--- config.mk ---
export PLATFORM = sky130hd
export DESIGN_NAME = bounded_lifo_stack
export DESIGN_NICKNAME = d
export VERILOG_FILES = /design/src/rtl/bls_pkg.sv /design/src/rtl/bls_ram.sv /design/src/rtl/bls_ctrl.sv /design/src/rtl/bounded_lifo_stack.sv
export SDC_FILE = /design/constraint.sdc
export NUM_CORES = 1
export LEC_CHECK = 0
export ABC_AREA = 1
export BUFFER_PORTS_ARGS = -buffer_cell sky130_fd_sc_hd__buf_2
export CAP_MARGIN = 30
export CORE_AREA = 2 2 156 158
export CTS_CLUSTER_SIZE = 30
export DETAILED_ROUTE_END_ITERATION = 7
export DIE_AREA = 0 0 158 160
export PLACE_DENSITY = 0.73
export SETUP_SLACK_MARGIN = 0.3
export SLEW_MARGIN = 20
export SYNTH_ARGS = -nofsm -noshare
export SYNTH_HDL_FRONTEND = slang
export SYNTH_SLANG_ARGS = --single-unit
--- constraint.sdc ---
create_clock -name clk -period 4.6 [get_ports clk]
set_clock_uncertainty 0.15 [all_clocks]
set_input_delay 0 -clock clk [delete_from_list [all_inputs] [get_ports clk]]
set_output_delay 0 -clock clk [all_outputs]
set_load 0.03 [all_outputs]
--- src/rtl/bls_pkg.sv ---
// Shared types and constants for the bounded LIFO stack.
`default_nettype none

package bls_pkg;

    localparam int STACK_DEPTH_DEF = 8;
    localparam int WORD_BITS       = 32;
    localparam int CMD_BITS        = 3;
    localparam int CNT_BITS        = 4;
    localparam int STATUS_BITS     = 2;
    localparam int CAP_RESET       = 5;

    typedef enum logic [CMD_BITS-1:0] {
        CMD_PUSH  = 3'd0,
        CMD_POP   = 3'd1,
        CMD_PEEK  = 3'd2,
        CMD_WRITE = 3'd3,
        CMD_CLEAR = 3'd4
    } cmd_t;

    typedef enum logic [STATUS_BITS-1:0] {
        ST_OK    = 2'd0,
        ST_FULL  = 2'd1,
        ST_EMPTY = 2'd2,
        ST_DEPTH = 2'd3
    } status_t;

    typedef struct packed {
        logic [CMD_BITS-1:0]  command;
        logic [WORD_BITS-1:0] data_word;
        logic [CNT_BITS-1:0]  depth_from_top;
    } cmd_item_t;

    typedef struct packed {
        logic [WORD_BITS-1:0]   read_word;
        logic [STATUS_BITS-1:0] status_code;
        logic [CNT_BITS-1:0]    entry_count;
        logic                   full_flag;
        logic                   empty_flag;
    } rsp_item_t;

endpackage

`default_nettype wire

--- src/rtl/bls_ram.sv ---
// Generic single-port synchronous RAM with registered read data.
`default_nettype none

module bls_ram #(
    parameter int  WIDTH  = 32,
    parameter int  DEPTH  = 8,
    localparam int ADDR_W = $clog2(DEPTH)
) (
    input  wire logic              clk,
    input  wire logic              we,
    input  wire logic              re,
    input  wire logic [ADDR_W-1:0] addr,
    input  wire logic [WIDTH-1:0]  wdata,
    output logic      [WIDTH-1:0]  rdata
);

    logic [WIDTH-1:0] mem_reg [DEPTH];
    logic [WIDTH-1:0] rdata_reg;

    always_ff @(posedge clk)
    begin
        if (we)
        begin
            mem_reg[addr] <= wdata;
        end
        if (re)
        begin
            rdata_reg <= mem_reg[addr];
        end
    end

    assign rdata = rdata_reg;

endmodule

`default_nettype wire

--- src/rtl/bls_ctrl.sv ---
// Command decode, fill count, capacity register and result register of the stack.
`default_nettype none

module bls_ctrl
    import bls_pkg::*;
#(
    parameter int  STACK_DEPTH = STACK_DEPTH_DEF,
    localparam int ADDR_W      = $clog2(STACK_DEPTH)
) (
    input  wire logic                 clk,
    input  wire logic                 rst_n,
    input  wire logic                 cfg_we,
    input  wire logic [CNT_BITS-1:0]  cfg_wdata,
    input  wire logic                 cmd_valid,
    output logic                      cmd_stall,
    input  wire cmd_item_t            cmd,
    output logic                      rsp_valid,
    input  wire logic                 rsp_stall,
    output rsp_item_t                 rsp,
    output logic                      mem_we,
    output logic                      mem_re,
    output logic      [ADDR_W-1:0]    mem_addr,
    output logic      [WORD_BITS-1:0] mem_wdata,
    input  wire logic [WORD_BITS-1:0] mem_rdata
);

    // The count port is four bits wide, so the usable limit never exceeds its maximum.
    localparam int CNT_MAX     = (1 << CNT_BITS) - 1;
    localparam int DEPTH_CLAMP = (STACK_DEPTH > CNT_MAX) ? CNT_MAX : STACK_DEPTH;
    localparam int LIM_RST_INT = (CAP_RESET > DEPTH_CLAMP) ? DEPTH_CLAMP : CAP_RESET;
    localparam logic [CNT_BITS-1:0] DEPTH_LIM = CNT_BITS'(DEPTH_CLAMP);
    localparam logic [CNT_BITS-1:0] LIM_RESET = CNT_BITS'(LIM_RST_INT);
    localparam logic [CNT_BITS-1:0] CNT_ONE   = CNT_BITS'(1);

    logic [CNT_BITS-1:0]    count_reg, count_next;
    logic [CNT_BITS-1:0]    limit_reg, limit_next;
    logic                   rsp_valid_reg, rsp_valid_next;
    logic                   peek_ok_reg, peek_ok_next;
    logic [STATUS_BITS-1:0] status_reg;
    logic [CNT_BITS-1:0]    rcount_reg;
    logic                   full_reg, empty_reg;

    logic                   accept;
    logic                   full_now;
    logic                   empty_now;
    logic                   bad_depth;
    status_t                status;
    logic [CNT_BITS-1:0]    slot;
    logic [ADDR_W+CNT_BITS-1:0] slot_wide;

    assign cmd_stall = rsp_valid_reg && rsp_stall;
    assign accept    = cmd_valid && !cmd_stall;

    assign full_now  = (count_reg >= limit_reg);
    assign empty_now = (count_reg == '0);
    assign bad_depth = (cmd.depth_from_top == '0) || (cmd.depth_from_top > count_reg);

    // Map the count-based slot onto the RAM address width.
    assign slot_wide = {{ADDR_W{1'b0}}, slot};
    assign mem_addr  = slot_wide[ADDR_W-1:0];
    assign mem_wdata = cmd.data_word;

    // Clamp the capacity to 1..DEPTH_LIM as it is written.
    always_comb
    begin
        limit_next = limit_reg;
        if (cfg_we)
        begin
            if (cfg_wdata == '0)
            begin
                limit_next = CNT_ONE;
            end
            else if (cfg_wdata > DEPTH_LIM)
            begin
                limit_next = DEPTH_LIM;
            end
            else
            begin
                limit_next = cfg_wdata;
            end
        end
    end

    always_comb
    begin
        count_next   = count_reg;
        status       = ST_OK;
        slot         = count_reg;
        mem_we       = 1'b0;
        mem_re       = 1'b0;
        peek_ok_next = 1'b0;
        case (cmd.command)
            CMD_PUSH:
            begin
                if (full_now)
                begin
                    status = ST_FULL;
                end
                else
                begin
                    mem_we     = accept;
                    count_next = count_reg + CNT_ONE;
                end
            end
            CMD_POP:
            begin
                if (empty_now)
                begin
                    status = ST_EMPTY;
                end
                else
                begin
                    count_next = count_reg - CNT_ONE;
                end
            end
            CMD_PEEK, CMD_WRITE:
            begin
                slot = count_reg - cmd.depth_from_top;
                if (empty_now)
                begin
                    status = ST_EMPTY;
                end
                else if (bad_depth)
                begin
                    status = ST_DEPTH;
                end
                else if (cmd.command == CMD_PEEK)
                begin
                    mem_re       = accept;
                    peek_ok_next = 1'b1;
                end
                else
                begin
                    mem_we = accept;
                end
            end
            CMD_CLEAR:
            begin
                count_next = '0;
            end
            default:
            begin
                count_next = count_reg;
            end
        endcase
    end

    always_comb
    begin
        rsp_valid_next = rsp_valid_reg && rsp_stall;
        if (accept)
        begin
            rsp_valid_next = 1'b1;
        end
    end

    always_ff @(posedge clk or negedge rst_n)
    begin
        if (!rst_n)
        begin
            count_reg     <= '0;
            limit_reg     <= LIM_RESET;
            rsp_valid_reg <= 1'b0;
        end
        else
        begin
            if (accept)
            begin
                count_reg <= count_next;
            end
            limit_reg     <= limit_next;
            rsp_valid_reg <= rsp_valid_next;
        end
    end

    // Hold the result fields until the next transfer is accepted.
    always_ff @(posedge clk)
    begin
        if (accept)
        begin
            peek_ok_reg <= peek_ok_next;
            status_reg  <= status;
            rcount_reg  <= count_next;
            full_reg    <= (count_next >= limit_reg);
            empty_reg   <= (count_next == '0);
        end
    end

    assign rsp_valid       = rsp_valid_reg;
    assign rsp.read_word   = peek_ok_reg ? mem_rdata : '0;
    assign rsp.status_code = status_reg;
    assign rsp.entry_count = rcount_reg;
    assign rsp.full_flag   = full_reg;
    assign rsp.empty_flag  = empty_reg;

endmodule

`default_nettype wire

--- src/rtl/bounded_lifo_stack.sv ---
// Bounded LIFO stack: word RAM plus command controller.
//
// Commands arrive on the cmd channel (cmd_valid/cmd_stall, payload cmd) and
// each one yields exactly one response on the rsp channel (rsp_valid/rsp_stall,
// payload rsp): the peeked word, a status code, the count and the flags.
// A command is accepted when cmd_valid is high and cmd_stall is low; its
// response is valid on the following cycle.
// Throughput is one command per cycle while the receiver takes responses;
// the single-port word RAM, with its registered read, serves the at most
// one access that each command needs.
// When the receiver stalls, the response register holds its payload and
// cmd_stall rises until that response is transferred.
// Reset empties the stack, drops any pending response and sets the capacity
// to five entries (RAM words are not cleared). Only while the block is idle
// must the user write the capacity via cfg_we/cfg_wdata; the block does not
// enforce it. Zero acts as one; values beyond the RAM depth act as the depth.
`default_nettype none

module bounded_lifo_stack
    import bls_pkg::*;
#(
    parameter int STACK_DEPTH = STACK_DEPTH_DEF
) (
    input  wire logic                clk,
    input  wire logic                rst_n,
    input  wire logic                cfg_we,
    input  wire logic [CNT_BITS-1:0] cfg_wdata,
    input  wire logic                cmd_valid,
    output logic                     cmd_stall,
    input  wire cmd_item_t           cmd,
    output logic                     rsp_valid,
    input  wire logic                rsp_stall,
    output rsp_item_t                rsp
);

    localparam int ADDR_W = $clog2(STACK_DEPTH);

    logic                 mem_we;
    logic                 mem_re;
    logic [ADDR_W-1:0]    mem_addr;
    logic [WORD_BITS-1:0] mem_wdata;
    logic [WORD_BITS-1:0] mem_rdata;

    bls_ctrl #(
        .STACK_DEPTH (STACK_DEPTH)
    ) u_ctrl (
        .clk       (clk),
        .rst_n     (rst_n),
        .cfg_we    (cfg_we),
        .cfg_wdata (cfg_wdata),
        .cmd_valid (cmd_valid),
        .cmd_stall (cmd_stall),
        .cmd       (cmd),
        .rsp_valid (rsp_valid),
        .rsp_stall (rsp_stall),
        .rsp       (rsp),
        .mem_we    (mem_we),
        .mem_re    (mem_re),
        .mem_addr  (mem_addr),
        .mem_wdata (mem_wdata),
        .mem_rdata (mem_rdata)
    );

    bls_ram #(
        .WIDTH (WORD_BITS),
        .DEPTH (STACK_DEPTH)
    ) u_ram (
        .clk   (clk),
        .we    (mem_we),
        .re    (mem_re),
        .addr  (mem_addr),
        .wdata (mem_wdata),
        .rdata (mem_rdata)
    );

endmodule

`default_nettype wire

# ---- Word-level counts from Yosys, hierarchy flattened
# Memory sizes are Yosys's and may differ from the RTL's. A register that Yosys moved wholly into a read port is not among the register bits.
# Index checks and enable logic that the tools add are counted.
dict set report totals {
  ram_bits 256
  memories 1
  latch_bits 0
  reg_bits 18
  mem_bits_ro 0
}
dict set report classes {
  n_eq_ne 4
  add_sub_neg 3
  shift 0
  n_reduce_logical 11
  multipliers 0
  div_mod_pow 0
  bitwise_logic 1
  muxes 25
  n_lt_le_gt_ge 4
}
# memory depth word_bits read_ports rd_ports_with_merged_regs write_ports line
set mem_list {}
lappend mem_list {u_ram.mem_reg 8 32 1 1 1 bls_ram.sv:17} ;# logic [WIDTH-1:0] mem_reg [DEPTH];
# operator count
set op_table {}
lappend op_table {{two-way mux 32 bit} 1}
lappend op_table {{zero test 4 bit} 4}
lappend op_table {{two-way mux 4 bit} 4}
lappend op_table {{two-way mux 1 bit} 13}
lappend op_table {{case mux 4 bit (3 select lines)} 1}
lappend op_table {{>= comparator 4 bit} 2}
lappend op_table {{equality test 3 x 2 -> 1 bit, second input constant} 2}
lappend op_table {{two-way mux 2 bit} 3}
lappend op_table {{case mux 2 bit (3 select lines)} 1}
lappend op_table {{adder 4 x 1 -> 4 bit, second input constant} 1}
lappend op_table {{> comparator 4 bit} 1}
lappend op_table {{> comparator 4 bit, second input constant} 1}
lappend op_table {{subtractor 4 x 1 -> 4 bit, second input constant} 1}
lappend op_table {{equality test 3 x 1 -> 1 bit, second input constant} 1}
lappend op_table {{equality test 3 bit, second input constant} 1}
lappend op_table {{zero test 3 bit} 1}
lappend op_table {{two-way mux 3 bit} 1}
lappend op_table {{OR reduction 3 bit} 1}
lappend op_table {{subtractor 3 bit} 1}
lappend op_table {{logical AND 1 bit} 2}
lappend op_table {{case mux 1 bit (2 select lines)} 1}
lappend op_table {{OR reduction 2 bit} 1}
lappend op_table {{zero test 1 bit} 1}
lappend op_table {{logical OR 1 bit} 1}
lappend op_table {{NOT 1 bit} 1}

# ---- Logic depth before layout (Yosys ltp)
dict set report logic_depth {
  word_depth 9
  mapped_depth 16
}

# ---- By module
# A second synthesis with hierarchy kept.
dict set report unflattened {
  cells_unflattened 1375
  hier_area_um2 13729.4
}
# mod area_each_um2 instances cells_each seq_area_each_um2
set by_module_without_submodules {}
lappend by_module_without_submodules {bls_ram 11792.6 1 1084 8648.3}
lappend by_module_without_submodules {bls_ctrl 1936.9 1 291 498.0}

# ---- Least setup slack after synthesis
# OpenSTA, ideal clock, no wires.
dict set report synth_path {
  kind {register -> register}
  from {reg u_ctrl.rsp_valid_reg, in the netlist u_ctrl.rsp_valid}
  to {reg u_ram.rdata_reg[0], in the netlist u_ram.rdata[0] (read register of u_ram.mem_reg), enable pin}
  t_required_ns 3.989
  stages_incl_launch_ff 6
  setup_slack_ns 0.132
  n_path_buf 0
  arrival_time_ns 3.856
  cell_sequence {dfrtp_1 -> nand2_1 -> inv_1 -> nor2_1 -> inv_1 -> nor3_1}
}
dict set report synth_via {
  elab_chain_cells 7
}
# element line
set synth_lines {}
lappend synth_lines {{start, declared} bls_ctrl.sv:37} ;# logic rsp_valid_reg, rsp_valid_next;
lappend synth_lines {{start signal, assigned} bls_ctrl.sv:172} ;# rsp_valid_reg <= rsp_valid_next;
lappend synth_lines {{logical AND 1 bit} bls_ctrl.sv:51} ;# assign cmd_stall = rsp_valid_reg && rsp_stall;
lappend synth_lines {{via cmd_stall} bounded_lifo_stack.sv:29} ;# output logic cmd_stall,
lappend synth_lines {{zero test 1 bit} bls_ctrl.sv:52} ;# assign accept = cmd_valid && !cmd_stall;
lappend synth_lines {{logical AND 1 bit} bls_ctrl.sv:52}
lappend synth_lines {{via u_ctrl.accept} bls_ctrl.sv:43} ;# logic accept;
lappend synth_lines {{two-way mux 1 bit} bls_ctrl.sv:127} ;# else if (cmd.command == CMD_PEEK)
lappend synth_lines {{two-way mux 1 bit} bls_ctrl.sv:123} ;# else if (bad_depth)
lappend synth_lines {{two-way mux 1 bit} bls_ctrl.sv:119} ;# if (empty_now)
lappend synth_lines {{two-way mux 1 bit} bls_ctrl.sv:92} ;# case (cmd.command)
lappend synth_lines {{via mem_re} bounded_lifo_stack.sv:39} ;# logic mem_re;
lappend synth_lines {{end, declared} bls_ram.sv:18} ;# logic [WIDTH-1:0] rdata_reg;
# The timed path passes the listed nets, and every way through them passes these cells.
# A chain may end at the register's enable or synchronous reset.

# ---- Worst setup path in the final report
dict set report layout_path {
  from {reg u_ctrl.count_reg[0]}
  to {mem u_ram.mem_reg[1][7], enable pin}
}
dict set report layout_via {
  elab_chain_cells 7
}
# element line
set layout_lines {}
lappend layout_lines {{start, declared} bls_ctrl.sv:35} ;# logic [CNT_BITS-1:0] count_reg, count_next;
lappend layout_lines {{start signal, assigned} bls_ctrl.sv:169} ;# count_reg <= count_next;
lappend layout_lines {{> comparator 4 bit} bls_ctrl.sv:56} ;# assign bad_depth = (cmd.depth_from_top == '0) || (cmd.depth_from_top > count_reg);
lappend layout_lines {{logical OR 1 bit} bls_ctrl.sv:56}
lappend layout_lines {{two-way mux 1 bit} bls_ctrl.sv:123}
lappend layout_lines {{two-way mux 1 bit} bls_ctrl.sv:119}
lappend layout_lines {{case mux 1 bit (2 select lines)} bls_ctrl.sv:92}
lappend layout_lines {{two-way mux 1 bit} bls_ram.sv:22} ;# if (we)
lappend layout_lines {{two-way mux 1 bit (implied by the code)} bls_ram.sv:24} ;# mem_reg[addr] <= wdata;
lappend layout_lines {{end, declared} bls_ram.sv:17}
# Several ways; a longest one is shown, not always the timed one.

==> results_dict.tcl <==
set metrics [dict create \
    synthesis.area_mm2 0.01275 \
    cpMostUsedCell "sky130_fd_sc_hd__inv_1" \
    yosys_most_used_dff "sky130_fd_sc_hd__edfxtp_1" \
    postSynthNetCount 1172 \
    io_buffer_count 89 \
    first_global_vias 8246 \
    routed_wl_um 27700 \
    synthToLayoutAreaGrowth_pct 18.73 \
    synthCells 1107 \
    critPathTopFamily "buffers and inverters" \
    hp-class "input pin to flop" \
    via_count 8497 \
    status "complete, no violations" \
    cp_data_required_time_ns 4.67 \
    critical_path.cell_chain "inv_1 > ha_1 > inv_1 > fa_1 > inv_1 > o21ai_4 > inv_2 > nand3_1 > nor2_4 > buf_4" \
    final_wtd_congestion 0.8976 \
    largest_register_ffs 256 \
    cp_slowest_stage_delay_ns 0.56 \
    holdPathEnd "u_ram.mem_reg[2][8]" \
    most_common_library_cell_in_the_layout_ignoring_fill_and_taps "sky130_fd_sc_hd__nand2_1" \
    final.period_utilization_pct 80.04 \
    worst-path-stages 10 \
    number_of_flops_mapped_to_enable_cells_by_yosys 297 \
    post_layout_utilization_of_the_core_pct 63.57 \
    worstReg2RegEnd "u_ram.mem_reg[1][7]" \
    rsz0062_at_grt "no" \
    cts.sinks 306 \
    clock_insertion_delay_worst_skew_ns 0.55 \
    hp-start "cmd[12]" \
    power.leakage_nw 5.919 \
    grt.total_usage_pct 22.09 \
    hold_viol_final 0 \
    number_of_cts_inserted_buffers 30 \
    drt_drc 0 \
    grt_max_degree 69 \
    drt_iter0_markers 802 \
    std_cell_rows 57 \
    slew_headroom_pct 43.65 \
    vdd.ir_drop.worst_uv 315.4 \
    synth_async_sr_flop_share_pct 2.941 \
    synth_cell_type_count 26 \
    cp.arrival_ns 3.75 \
    reg2reg_slack_ns 0.92 \
    worst_hold_path.num_cells 2 \
    top_fanout_value_on_the_critical_path 27 \
    grt_remaining_overflow 0 \
    antenna_left 0 \
    cts_max_level 1 \
    ys_seq_area_share_pct 71.72 \
    timing_worst_setup_path_type "flop to flop" \
    dp_hpwl_um 15860 \
    clock_tree.buffer_depth 3 \
    fin_tns_setup_ns 0 \
    die_w_um 158 \
    r2r_cell_count 10 \
    totalPowerFinal_mw 7.281 \
    most-common-layout-cells "sky130_fd_sc_hd__nand2_1 (385), sky130_fd_sc_hd__edfxtp_1 (297), sky130_fd_sc_hd__a21oi_1 (136), sky130_fd_sc_hd__buf_2 (89), sky130_fd_sc_hd__inv_1 (66)" \
    vias_per_cell 5.324 \
    drt-pass1-iter-count 6 \
    num-nets-final 1314 \
    layout-drive-gt1-share_pct 14.15 \
    core_mm2 0.02382 \
    finalSetupViolations 0 \
    max_cap_violations 0 \
    ys_ff_latch 306 \
    fmaxAchievable_ghz 0.2716 \
    p_per_area_mw_per_mm2 480.9 \
    drv_slew 0 \
    grt_pass1_wl_um 43410 \
    synth.yosys.warnings 0 \
    ios 90 \
    synth.avg_cell_area_um2 11.52 \
    die_area_mm2 0.02528 \
    cts_tree "done" \
    n_antenna_cell 0 \
    die_y_um 160 \
    crit-reg2reg-launch "u_ctrl.count_reg[0]" \
    post_drt_wl_per_cell_um 17.35 \
    initial_core_util_pct 53.54 \
    finalCriticalPeriod_ns 3.682 \
    type_of_element_capturing_the_critical_path "flop" \
    initial_antenna_violation_count 0 \
    crit_path_top_delay_cell "sky130_fd_sc_hd__nor2_4" \
    tightest_slew_ns 0.8421 \
    critical_path.startpoint_type "flop" \
    path_buf_inv 5 \
    clock-root-buffer "sky130_fd_sc_hd__clkbuf_16" \
    worst_setup_hold_path_clk_slew_ns 0.06 \
]
## final cells by class
type	count	area, um2
Sequential cell	306	9146
Fill cell	1782	8678
Multi-Input combinational cell	677	3131
Timing Repair Buffer	164	1201
Clock buffer	33	783.3
Tap cell	324	405.4
Inverter	70	264.0
Clock inverter	22	211.5
## through the flow
step	cell area (um2)	worst slack, ns	hold WS (ns)	instances
2_1_floorplan	12760	0.7783	-0.4456	1107
3_3_place_gp	13580	0.8822	-0.2843	1488
3_5_place_dp	13640	0.9049	-0.2853	1490
4_1_cts	15140	0.8893	0.08271	1596
5_1_grt	15140	0.6298	0.1142	1596
6_report	15140	0.9180	0.1110	1596
## power by group
part	internal (mW)	total, mW	leakage, nW	switching, mW
registers	3.17	3.21	2.79	0.0373
clock network	1.45	2.44	0.488	0.998
logic	0.491	1.63	2.64	1.14
total	5.11	7.28	5.92	2.17
## synthesized netlist by cell type (3+ instances only)
cell	instances	area [um2]
sky130_fd_sc_hd__inv_2	4	15.01
sky130_fd_sc_hd__o21ai_1	53	265.3
sky130_fd_sc_hd__xor2_1	3	26.28
sky130_fd_sc_hd__a21oi_1	136	680.7
sky130_fd_sc_hd__nand3_1	23	115.1
sky130_fd_sc_hd__ha_1	16	200.2
sky130_fd_sc_hd__clkbuf_1	16	60.06
sky130_fd_sc_hd__nand2_1	385	1445
sky130_fd_sc_hd__nand4_1	7	43.79
sky130_fd_sc_hd__buf_1	3	11.26
sky130_fd_sc_hd__o21ai_0	19	95.09
sky130_fd_sc_hd__buf_4	15	112.6
sky130_fd_sc_hd__edfxtp_1	297	8919
sky130_fd_sc_hd__buf_2	19	95.09
sky130_fd_sc_hd__dfrtp_1	7	175.2
sky130_fd_sc_hd__nor2_1	26	97.59
sky130_fd_sc_hd__inv_1	66	247.7
## metal layers
metal | wire, um | vias up | track usage (%)
met2 | 13730 | 326 | 36.76
met1 | 11590 | 4025 | 30.27
met4 | 749 | 0 | 7.699
met3 | 1624 | 61 | 2.741
li1 | - | 4085 | -
met5 | 0 | - | 0
## how the worst max path moves through the flow
stage / start / end / slack [ns]
5_1_grt: u_ctrl.count_reg[0] / u_ram.mem_reg[7][20] / 0.63
2_1_floorplan: u_ctrl.count_reg[0] / u_ram.mem_reg[6][0] / 0.78
3_5_place_dp: u_ctrl.count_reg[0] / u_ram.mem_reg[7][23] / 0.90
3_3_place_gp: u_ctrl.count_reg[0] / u_ram.mem_reg[4][17] / 0.88
4_1_cts: u_ctrl.count_reg[0] / u_ram.mem_reg[7][21] / 0.89
6_report: u_ctrl.count_reg[0] / u_ram.mem_reg[1][7] / 0.92
## cell families (layout without fill, tap and decap cells)
logic type,after synthesis,in the layout,synth area share [%]
and+or+nand+nor,445,445,13.57
DFF,306,306,71.72
AOI/OAI and AO/OA,212,212,8.447
buffers and inverters,124,289,4.336
adders and majority gates,17,17,1.727
xor gates and xnor gates,3,3,0.2061
## what timing repair did
item	4_1_cts	5_1_grt
buffers inserted	0	0
endpoints found under the hold margin	290	0
gates resized for setup	0	0
hold buffers	51	0
No activity file was read; power rests on OpenSTA's default activity.
